<file path="config.mk">
export PLATFORM = sky130hd
export DESIGN_NAME = dfawa_ctrl
export DESIGN_NICKNAME = d
export VERILOG_FILES = /design/src/hdl/dfa_word_acceptor_top_defines.svh /design/src/hdl/dfawa_pkg.sv /design/src/hdl/dfawa_ctrl.sv
export SDC_FILE = /design/constraint.sdc
export NUM_CORES = 1
export LEC_CHECK = 0
export BUFFER_PORTS_ARGS = -buffer_cell sky130_fd_sc_hd__buf_4
export CAP_MARGIN = 40
export CORE_AREA = 2 2 39 41
export CTS_CLUSTER_DIAMETER = 80
export CTS_CLUSTER_SIZE = 30
export DETAILED_ROUTE_END_ITERATION = 6
export DIE_AREA = 0 0 41 43
export SYNTH_ARGS = -nofsm -noshare
export SYNTH_HDL_FRONTEND = slang
export SYNTH_SLANG_ARGS = --single-unit
</file>
<file path="constraint.sdc">
create_clock -name clk -period 1.4 [get_ports clk]
set_input_delay 0.28 -clock clk [delete_from_list [all_inputs] [get_ports clk]]
set_output_delay 0.28 -clock clk [all_outputs]
set_load 0.02 [all_outputs]
</file>
<file path="src/hdl/dfa_word_acceptor_top_defines.svh">
// assertion macros for the dfa word acceptor
`ifndef DFA_WORD_ACCEPTOR_TOP_DEFINES_SVH
`define DFA_WORD_ACCEPTOR_TOP_DEFINES_SVH

`ifndef ASSERT_OFF
`define DFAWA_ASSERT_NEVER(lbl, expr) \
  lbl: assert property (@(posedge clk) disable iff (!rst_n) !(expr)) \
    else $error("assertion failed: never");
`define DFAWA_ASSERT_IMPLY(lbl, ante, cons) \
  lbl: assert property (@(posedge clk) disable iff (!rst_n) (ante) |-> (cons)) \
    else $error("assertion failed: implication");
`define DFAWA_ASSERT_NEXT(lbl, ante, cons) \
  lbl: assert property (@(posedge clk) disable iff (!rst_n) (ante) |=> (cons)) \
    else $error("assertion failed: next cycle");
`else
`define DFAWA_ASSERT_NEVER(lbl, expr)
`define DFAWA_ASSERT_IMPLY(lbl, ante, cons)
`define DFAWA_ASSERT_NEXT(lbl, ante, cons)
`endif

`endif

</file>
<file path="src/hdl/dfawa_pkg.sv">
// shared constants and controller/datapath interface types
package dfawa_pkg;

  parameter int NUM_STATES_DEF  = 16;
  parameter int SYMBOL_BITS_DEF = 8;

  parameter int OPCODE_W = 2;
  parameter int STIDX_W  = 4;
  parameter int SYMBOL_W = 8;

  localparam logic [OPCODE_W-1:0] OP_TRANS_WR = 2'd0;
  localparam logic [OPCODE_W-1:0] OP_FLAG_WR  = 2'd1;
  localparam logic [OPCODE_W-1:0] OP_SYMBOL   = 2'd2;
  localparam logic [OPCODE_W-1:0] OP_EMPTY_Q  = 2'd3;

  typedef struct packed {
    logic clr_wr;
    logic accept;
    logic step;
    logic out_load;
  } dfawa_cmd_t;

  typedef struct packed {
    logic clr_done;
    logic is_symbol;
    logic is_query;
    logic last;
    logic out_free;
  } dfawa_sts_t;

endpackage

</file>
<file path="src/hdl/dfawa_ctrl.sv">
// controller state machine: table clear, accept, lookup step, result hand-off
module dfawa_ctrl (
  input  logic                  clk,
  input  logic                  rst_n,
  input  logic                  in_valid,
  output logic                  in_stall,
  input  dfawa_pkg::dfawa_sts_t sts,
  output dfawa_pkg::dfawa_cmd_t cmd
);
  import dfawa_pkg::*;

  localparam logic [1:0] S_CLEAR = 2'd0;
  localparam logic [1:0] S_IDLE  = 2'd1;
  localparam logic [1:0] S_STEP  = 2'd2;
  localparam logic [1:0] S_OUT   = 2'd3;

  logic [1:0] state_r;
  logic [1:0] state_nxt;

  always_comb begin
    state_nxt    = state_r;
    cmd          = '0;
    unique case (state_r)
      S_CLEAR: begin
        cmd.clr_wr = 1'b1;
        if (sts.clr_done) state_nxt = S_IDLE;
      end
      S_IDLE: begin
        if (in_valid) begin
          cmd.accept = 1'b1;
          if (sts.is_symbol) state_nxt = S_STEP;
          else if (sts.is_query) state_nxt = S_OUT;
        end
      end
      S_STEP: begin
        cmd.step  = 1'b1;
        state_nxt = sts.last ? S_OUT : S_IDLE;
      end
      S_OUT: begin
        if (sts.out_free) begin
          cmd.out_load = 1'b1;
          state_nxt    = S_IDLE;
        end
      end
      default: state_nxt = S_CLEAR;
    endcase
  end

  assign in_stall = (state_r != S_IDLE);

  always_ff @(posedge clk) begin
    if (!rst_n) state_r <= S_CLEAR;
    else        state_r <= state_nxt;
  end

endmodule

</file>
==> key figures, run 1 <==
Synth
  – Ys flop type: dfxtp_1
  – Top cells by area, synth: ha_1, dfxtp_1, inv_1
  – Seq cells post-synth: 2
  – Post-synth net total: 39
  – Ys Warns: 0
  – Synth cell count leaders: ha_1, inv_1
  – Post-synth EDFFs: 0
  – Synth Cell Area: 219.0 µm²
  – Share of the synthesized area in the top cell type: 34.29%
  – Distinct cells, synth: 13
  – Mapped Cells: 25
  – Top-count cell post-synth: ha_1
  – Avg Cell Area, Syn: 8.758 µm²
  – Asr flop ratio synth: 0%
  – Seq/Total Area, Yosys: 18.29%
  – Area leader, netlist: ha_1

Critical path
  – Worst setup path class: reg2out
  – CP peak stage delay: 0.35 ns
  – Crit path cell chain: ha_1 > and2_1 > buf_4
  – Worst Path Buf+Inv: 1
  – Crit Path Max Fanout: 5
  – CP arrival: 1.06 ns
  – Crit-path leading delay family: flip-flops
  – CP startpoint kind: flop
  – CP max stage cell: dfxtp_4
  – CP Capture Type: primary output
  – WP data required: 1.12 ns

Die
  – Height of the die: 43 µm
  – Site row count: 14
  – IO Pins: 13
  – Die Wd: 41 µm
  – Initial core utilization: 15.82%
  – DIE AREA: 0.001763 mm²
  – Core area: 0.001384 mm²

Timing
  – Final worst slack: 0.05566 ns
  – Final setup viols: 0
  – Final hold violations: 0
  – Final max-slew violation count: 0
  – Skew final: 0.0006950 ns
  – Min cycle time layout: 1.344 ns
  – Worst-margin pin slew: 0.1555 ns
  – Slew margin rel.: 89.50%
  – RSZ-0062 raised after global routing: no
  – Fmax: 743.9 MHz
  – Fin crit share: 96.02%
  – Setup_tns: 0 ns

Finish
  – Register area: 45.04 µm²
  – Layout fillers: 161
  – Multi-input gate area: 176.4 µm²
  – Final net count: 57
  – Biggest regs: state_r: 2 flops
  – Max reg flops: 2
  – Share of post-route cells with drive strength above 1: 51.22%
  – Area Overhead vs Synth: 72.00%
  – # diodes: 0
  – Final Instance Area: 376.6 µm²
  – Top reg by flops: state_r

Status
  – Status: finished clean

CTS
  – H-tree lvl count: 1
  – Root buffer cell: clkbuf_4
  – CTS buffer count: 3
  – Reg clk slew, reported paths: 0.03 ns
  – Clock insertion delay at the later pin of the skew report: 0.22 ns
  – CTS sink cnt: 2
  – CTS tree: yes
  – Clock buffer depth: 2

Routing
  – Final ANT Viol Nets: 0
  – Via/cell ratio: 3.877
  – Drt wl/cell: 9.088 µm
  – Initial DRC Count: 0
  – Via total after detailed routing: 221
  – Drt first pass iters: 1
  – DRC Markers: 0
  – Final wirelength: 518 µm

Global routing
  – Via count of the first global-routing pass: 236
  – Gr usage total: 7.315%
  – Grt total ovfl: 0
  – Initial antenna violation count: 0
  – First-pass GRT wire length: 821 µm
  – Largest net degree at the start of global routing: 6

Place
  – Cell Area, Placed: 336.6 µm²
  – Port bufs: 12
  – HPWL after DPL: 415.8 µm
  – Dpl ws: 0.06163 ns
  – Routability cong.: 0.6379

Power and ir drop
  – Power Density: 1118 mW/mm²
  – Worst VDD drop: 0.0003139 V
  – Pleak: 0.0001734 µW

Worst hold path
  – Worst hold path type: in2reg

Job
  – Max-cap viol count: 0
repair_timing:
action,4_1_cts,5_1_grt
hold buffers,0,0
hold endpoints to repair,0,0
gates resized for setup,2,4
setup buffers,0,0
endpoints found under the setup margin,1,6
per-layer routing:
layer,vias to the layer above,GRT usage [%],wire length [µm]
li1,116,-,-
met4,0,6.000,0
met3,0,1.571,48
met5,-,0,0
met1,97,7.029,190
met2,8,12.19,279
layout by cell type (no fill, tap or decap):
master / synthesis / final
nand4b_1: 1 / 1
a21oi_1: 1 / 1
or2b_1: 2 / 2
and2_1: 2 / 2
dfxtp_2: 0 / 1
o21ai_1: 1 / 1
nand2_1: 1 / 1
ha_4: 0 / 1
o21ai_0: 1 / 1
buf_4: 0 / 13
ha_1: 6 / 5
clkbuf_4: 0 / 3
nand2b_1: 2 / 2
inv_1: 4 / 3
o2111a_2: 1 / 1
a41oi_1: 1 / 1
inv_2: 0 / 1
dfxtp_4: 0 / 1
tightest hold or removal path: cells and delay by family:
family / cells / cell delay [ns]
buffers and inverters: 1 / 0.12
AOI/OAI and AO/OA: 1 / 0.07
and+or+nand+nor: 1 / 0.05
layout make-up:
class / count / area share, %
inverter: 4 / 3.987
timing repair buffer: 13 / 25.91
sequential: 2 / 11.96
tap: 16 / 5.316
clock buffer: 3 / 5.980
multi-input combinational: 19 / 46.84
cell families (layout without fill, tap and decap cells):
logic type	after synthesis	count (layout)	synth area share (%)
simple gates	8	8	24.00
fa+ha+maj	6	6	34.28
flops	2	2	18.29
buf+inv	4	20	6.855
compound gates	5	5	16.56
report_power, final:
| group | internal (µW) | switching [µW] | total (µW) | leakage (µW) |
|---|---|---|---|---|
| clock | 94.4 | 31.3 | 126 | 0.0000138 |
| sequential | 73.3 | 17.0 | 90.3 | 0.0000175 |
| combinational | 101 | 104 | 205 | 0.000142 |
final timing paths:
path                           startpoint                      end  slack [ns]  cells after the start
setup reg to reg  state_r[0]$_SDFFE_PN0P_  state_r[0]$_SDFFE_PN0P_        0.09                      6
hold reg to reg   state_r[0]$_SDFFE_PN0P_  state_r[0]$_SDFFE_PN0P_        0.62                      2
setup / recovery  state_r[0]$_SDFFE_PN0P_                   cmd[0]        0.06                      3
hold / removal                      rst_n  state_r[1]$_SDFFE_PN0P_        0.35                      3
metrics by stage:
step                      power, µW  hold WS (ns)  util, %  cells
after floorplan               205.3        0.4260        -     25
after global placement        277.4        0.5639    24.32     54
after detailed placement      280.5        0.5754    24.32     54
after CTS                     420.2        0.3365    26.22     57
after global routing          459.8        0.3556    27.22     57
final                         421.0        0.3507    27.22     57
Power figures use the tool's default switching activity.
==> inputs of run 2 (changes only) <==
--- a/config.mk
+++ b/config.mk
@@ -8,6 +8,7 @@
 export BUFFER_PORTS_ARGS = -buffer_cell sky130_fd_sc_hd__buf_4
 export CAP_MARGIN = 40
 export CORE_AREA = 2 2 39 41
+export CTS_BUF_LIST = sky130_fd_sc_hd__clkbuf_16
 export CTS_CLUSTER_DIAMETER = 80
 export CTS_CLUSTER_SIZE = 30
 export DETAILED_ROUTE_END_ITERATION = 6
==> key figures, run 2 (synthesis results as in run 1) <==
Status
  – Status: finished clean

Finish
  – Register area: 45.04 µm² (unchanged)
  – Biggest regs: state_r: 2 flops
  – Area Overhead vs Synth: 96.00%
  – Final net count: 57 (unchanged)
  – Multi-input gate area: 176.4 µm² (unchanged)
  – Most common cell after layout, fill and taps aside: buf_4
  – Top reg by flops: state_r
  – Max reg flops: 2 (unchanged)
  – Final Util: 31.01% (+3.8 points)
  – # diodes: 0 (unchanged)
  – Most frequent cells in the layout: buf_4, ha_1, inv_1, clkbuf_16
  – Layout fillers: 153 (-5.0%)
  – Share of post-route cells with drive strength above 1: 51.22% (unchanged)

Power and ir drop
  – Clock Power Share: 59.1% (+29 points)
  – P_sw: 185.5 µW (+22%)
  – Pleak: 0.0001965 µW (+13%)
  – Worst VDD drop: 0.0006774 V (+120%)
  – Internal power: 537.9 µW (+100%)
  – Sw Ratio: 25.64% (-10 points)
  – Reg power frac: 12.5% (-8.9 points)
  – Power Density: 1686 mW/mm² (+51%)
  – Share of total power in combinational logic: 28.4% (-20 points)

Critical path
  – CP max stage cell: dfxtp_4
  – WP data required: 1.12 ns (about the same)
  – Crit Path Max Fanout: 5 (unchanged)
  – Reg2reg end: state_r[0]$_SDFFE_PN0P_
  – CP peak stage delay: 0.35 ns (about the same)
  – Reg2Reg Setup Slack: 0.08 ns (about the same)
  – Crit path from: state_r[0]$_SDFFE_PN0P_
  – CP startpoint kind: flop
  – R2r startpoint: state_r[0]$_SDFFE_PN0P_
  – Crit path cell chain: ha_1 > and2_1 > buf_4
  – Worst setup endpoint: cmd[0]
  – Cells on worst reg2reg path: 6 (unchanged)
  – CP Capture Type: primary output
  – Worst setup path class: reg2out
  – CP arrival: 1.06 ns (about the same)

Die
  – Core area: 0.001384 mm² (unchanged)
  – Initial core utilization: 15.82% (unchanged)
  – Site row count: 14 (unchanged)
  – IO Pins: 13 (unchanged)
  – Die Wd: 41 µm (unchanged)
  – Height of the die: 43 µm (unchanged)
  – DIE AREA: 0.001763 mm² (unchanged)

Timing
  – Skew final: 0.0005278 ns (-0.0001672 ns)
  – Final hold violations: 0 (unchanged)
  – Final setup viols: 0 (unchanged)
  – Min cycle time layout: 1.341 ns (-0.003355 ns)
  – Fin crit share: 95.78% (-0.24 points)
  – Final max-slew violation count: 0 (unchanged)
  – RSZ-0062 raised after global routing: no
  – Slew margin rel.: 89.03% (-0.47 points)
  – Fmax: 745.7 MHz (+0.25%)
  – Worst-margin pin slew: 0.1624 ns (+0.006889 ns)
  – Setup_tns: 0 ns (unchanged)

Place
  – Port bufs: 12 (unchanged)
  – HPWL after DPL: 415.8 µm (unchanged)
  – Routability cong.: 0.6379 (unchanged)

CTS
  – Reg clk slew, reported paths: 0.03 ns (about the same)
  – Clock insertion delay at the later pin of the skew report: 0.22 ns (about the same)
  – CTS sink cnt: 2 (unchanged)
  – CTS tree: yes
  – Root buffer cell: clkbuf_16
  – H-tree lvl count: 1 (unchanged)
  – CTS Hold Buffers Added: 0 (unchanged)
  – Clock buffer depth: 2 (unchanged)
  – Post-CTS Setup Bufs: 0 (unchanged)
  – CTS buffer count: 3 (unchanged)

Global routing
  – Grt total ovfl: 0 (unchanged)
  – GR Util met1: 7.348% (+0.32 points)
  – Grt met3 use: 1.571% (unchanged)
  – First-pass GRT wire length: 841 µm (+2.4%)
  – Grt peak-use layer: met2
  – Met2 Use GR: 12.50% (+0.31 points)
  – Via count of the first global-routing pass: 236 (unchanged)
  – Largest net degree at the start of global routing: 6 (unchanged)
  – Gr usage total: 7.515% (+0.20 points)
  – Initial antenna violation count: 0 (unchanged)

Routing
  – Drt wl/cell: 9.281 µm (+2.1%)
  – Via total after detailed routing: 221 (unchanged)
  – Final wirelength: 529 µm (+2.1%)
  – Via/cell ratio: 3.877 (unchanged)
  – DRC Markers: 0 (unchanged)
  – Final ANT Viol Nets: 0 (unchanged)
  – Drt first pass iters: 2 (+1)
  – Initial DRC Count: 3 (+3)

Job
  – Max-cap viol count: 0 (unchanged)

Worst hold path
  – HP Start: rst_n
  – Worst hold path type: in2reg
## run 2: power groups by stage
stage / clock, µW / combinational [µW] / sequential [µW]
floorplan: 0 / 125 / 80.4
global placement: 0 / 197 / 80.2
detailed placement: 0 / 199 / 81.2
CTS: 438 / 201 / 81.4
global route: 440 / 229 / 93.2
finish: 428 / 205 / 90.3
## run 2: how the worst min path moves through the flow
stage / end / cells past startpoint
2_1_floorplan: state_r[0]$_SDFFE_PN0P_ / 2
3_3_place_gp: state_r[0]$_SDFFE_PN0P_ / 2
3_5_place_dp: state_r[0]$_SDFFE_PN0P_ / 2
4_1_cts: state_r[0]$_SDFFE_PN0P_ / 3
5_1_grt: state_r[0]$_SDFFE_PN0P_ / 3
6_report: state_r[1]$_SDFFE_PN0P_ / 3
## run 2: layout make-up
type | count | share of cell area [%]
clock buffers | 3 | 17.49
inverters | 4 | 3.499
well taps | 16 | 4.665
flip-flops and latches | 2 | 10.50
repair buffers | 13 | 22.74
multi-input cells | 19 | 41.11
## run 2: stage by stage
step	instance area [µm²]	hold slack (ns)	total power, µW	worst slack (ns)	std cells
after floorplan	219.0	0.4260	205.3	0.07308	25
after global placement	336.6	0.5639	277.4	0.08564	54
after detailed placement	336.6	0.5754	280.5	0.06163	54
after CTS	415.4	0.3487	720.4	0.02049	57
after global routing	429.2	0.3669	762.2	0.01247	57
final	429.2	0.3520	723.4	0.05901	57
## run 2: repair_timing
item	CTS	global route
endpoints found under the setup margin	1	5
cloned	0	0
resized for setup	2	4
## run 2: metal layers
| layer | vias up | wire [µm] |
|---|---|---|
| met4 | 0 | 0 |
| met5 | - | 0 |
| met1 | 97 | 203 |
| met3 | 0 | 43 |
| li1 | 116 | - |
| met2 | 8 | 282 |
## run 2: worst max-delay path, delay by kind of cell, from the launching register on
family | cells | cell delay (ns)
fa+ha+maj | 1 | 0.19
flops | 1 | 0.35
buf+inv | 1 | 0.15
simple gates | 1 | 0.15
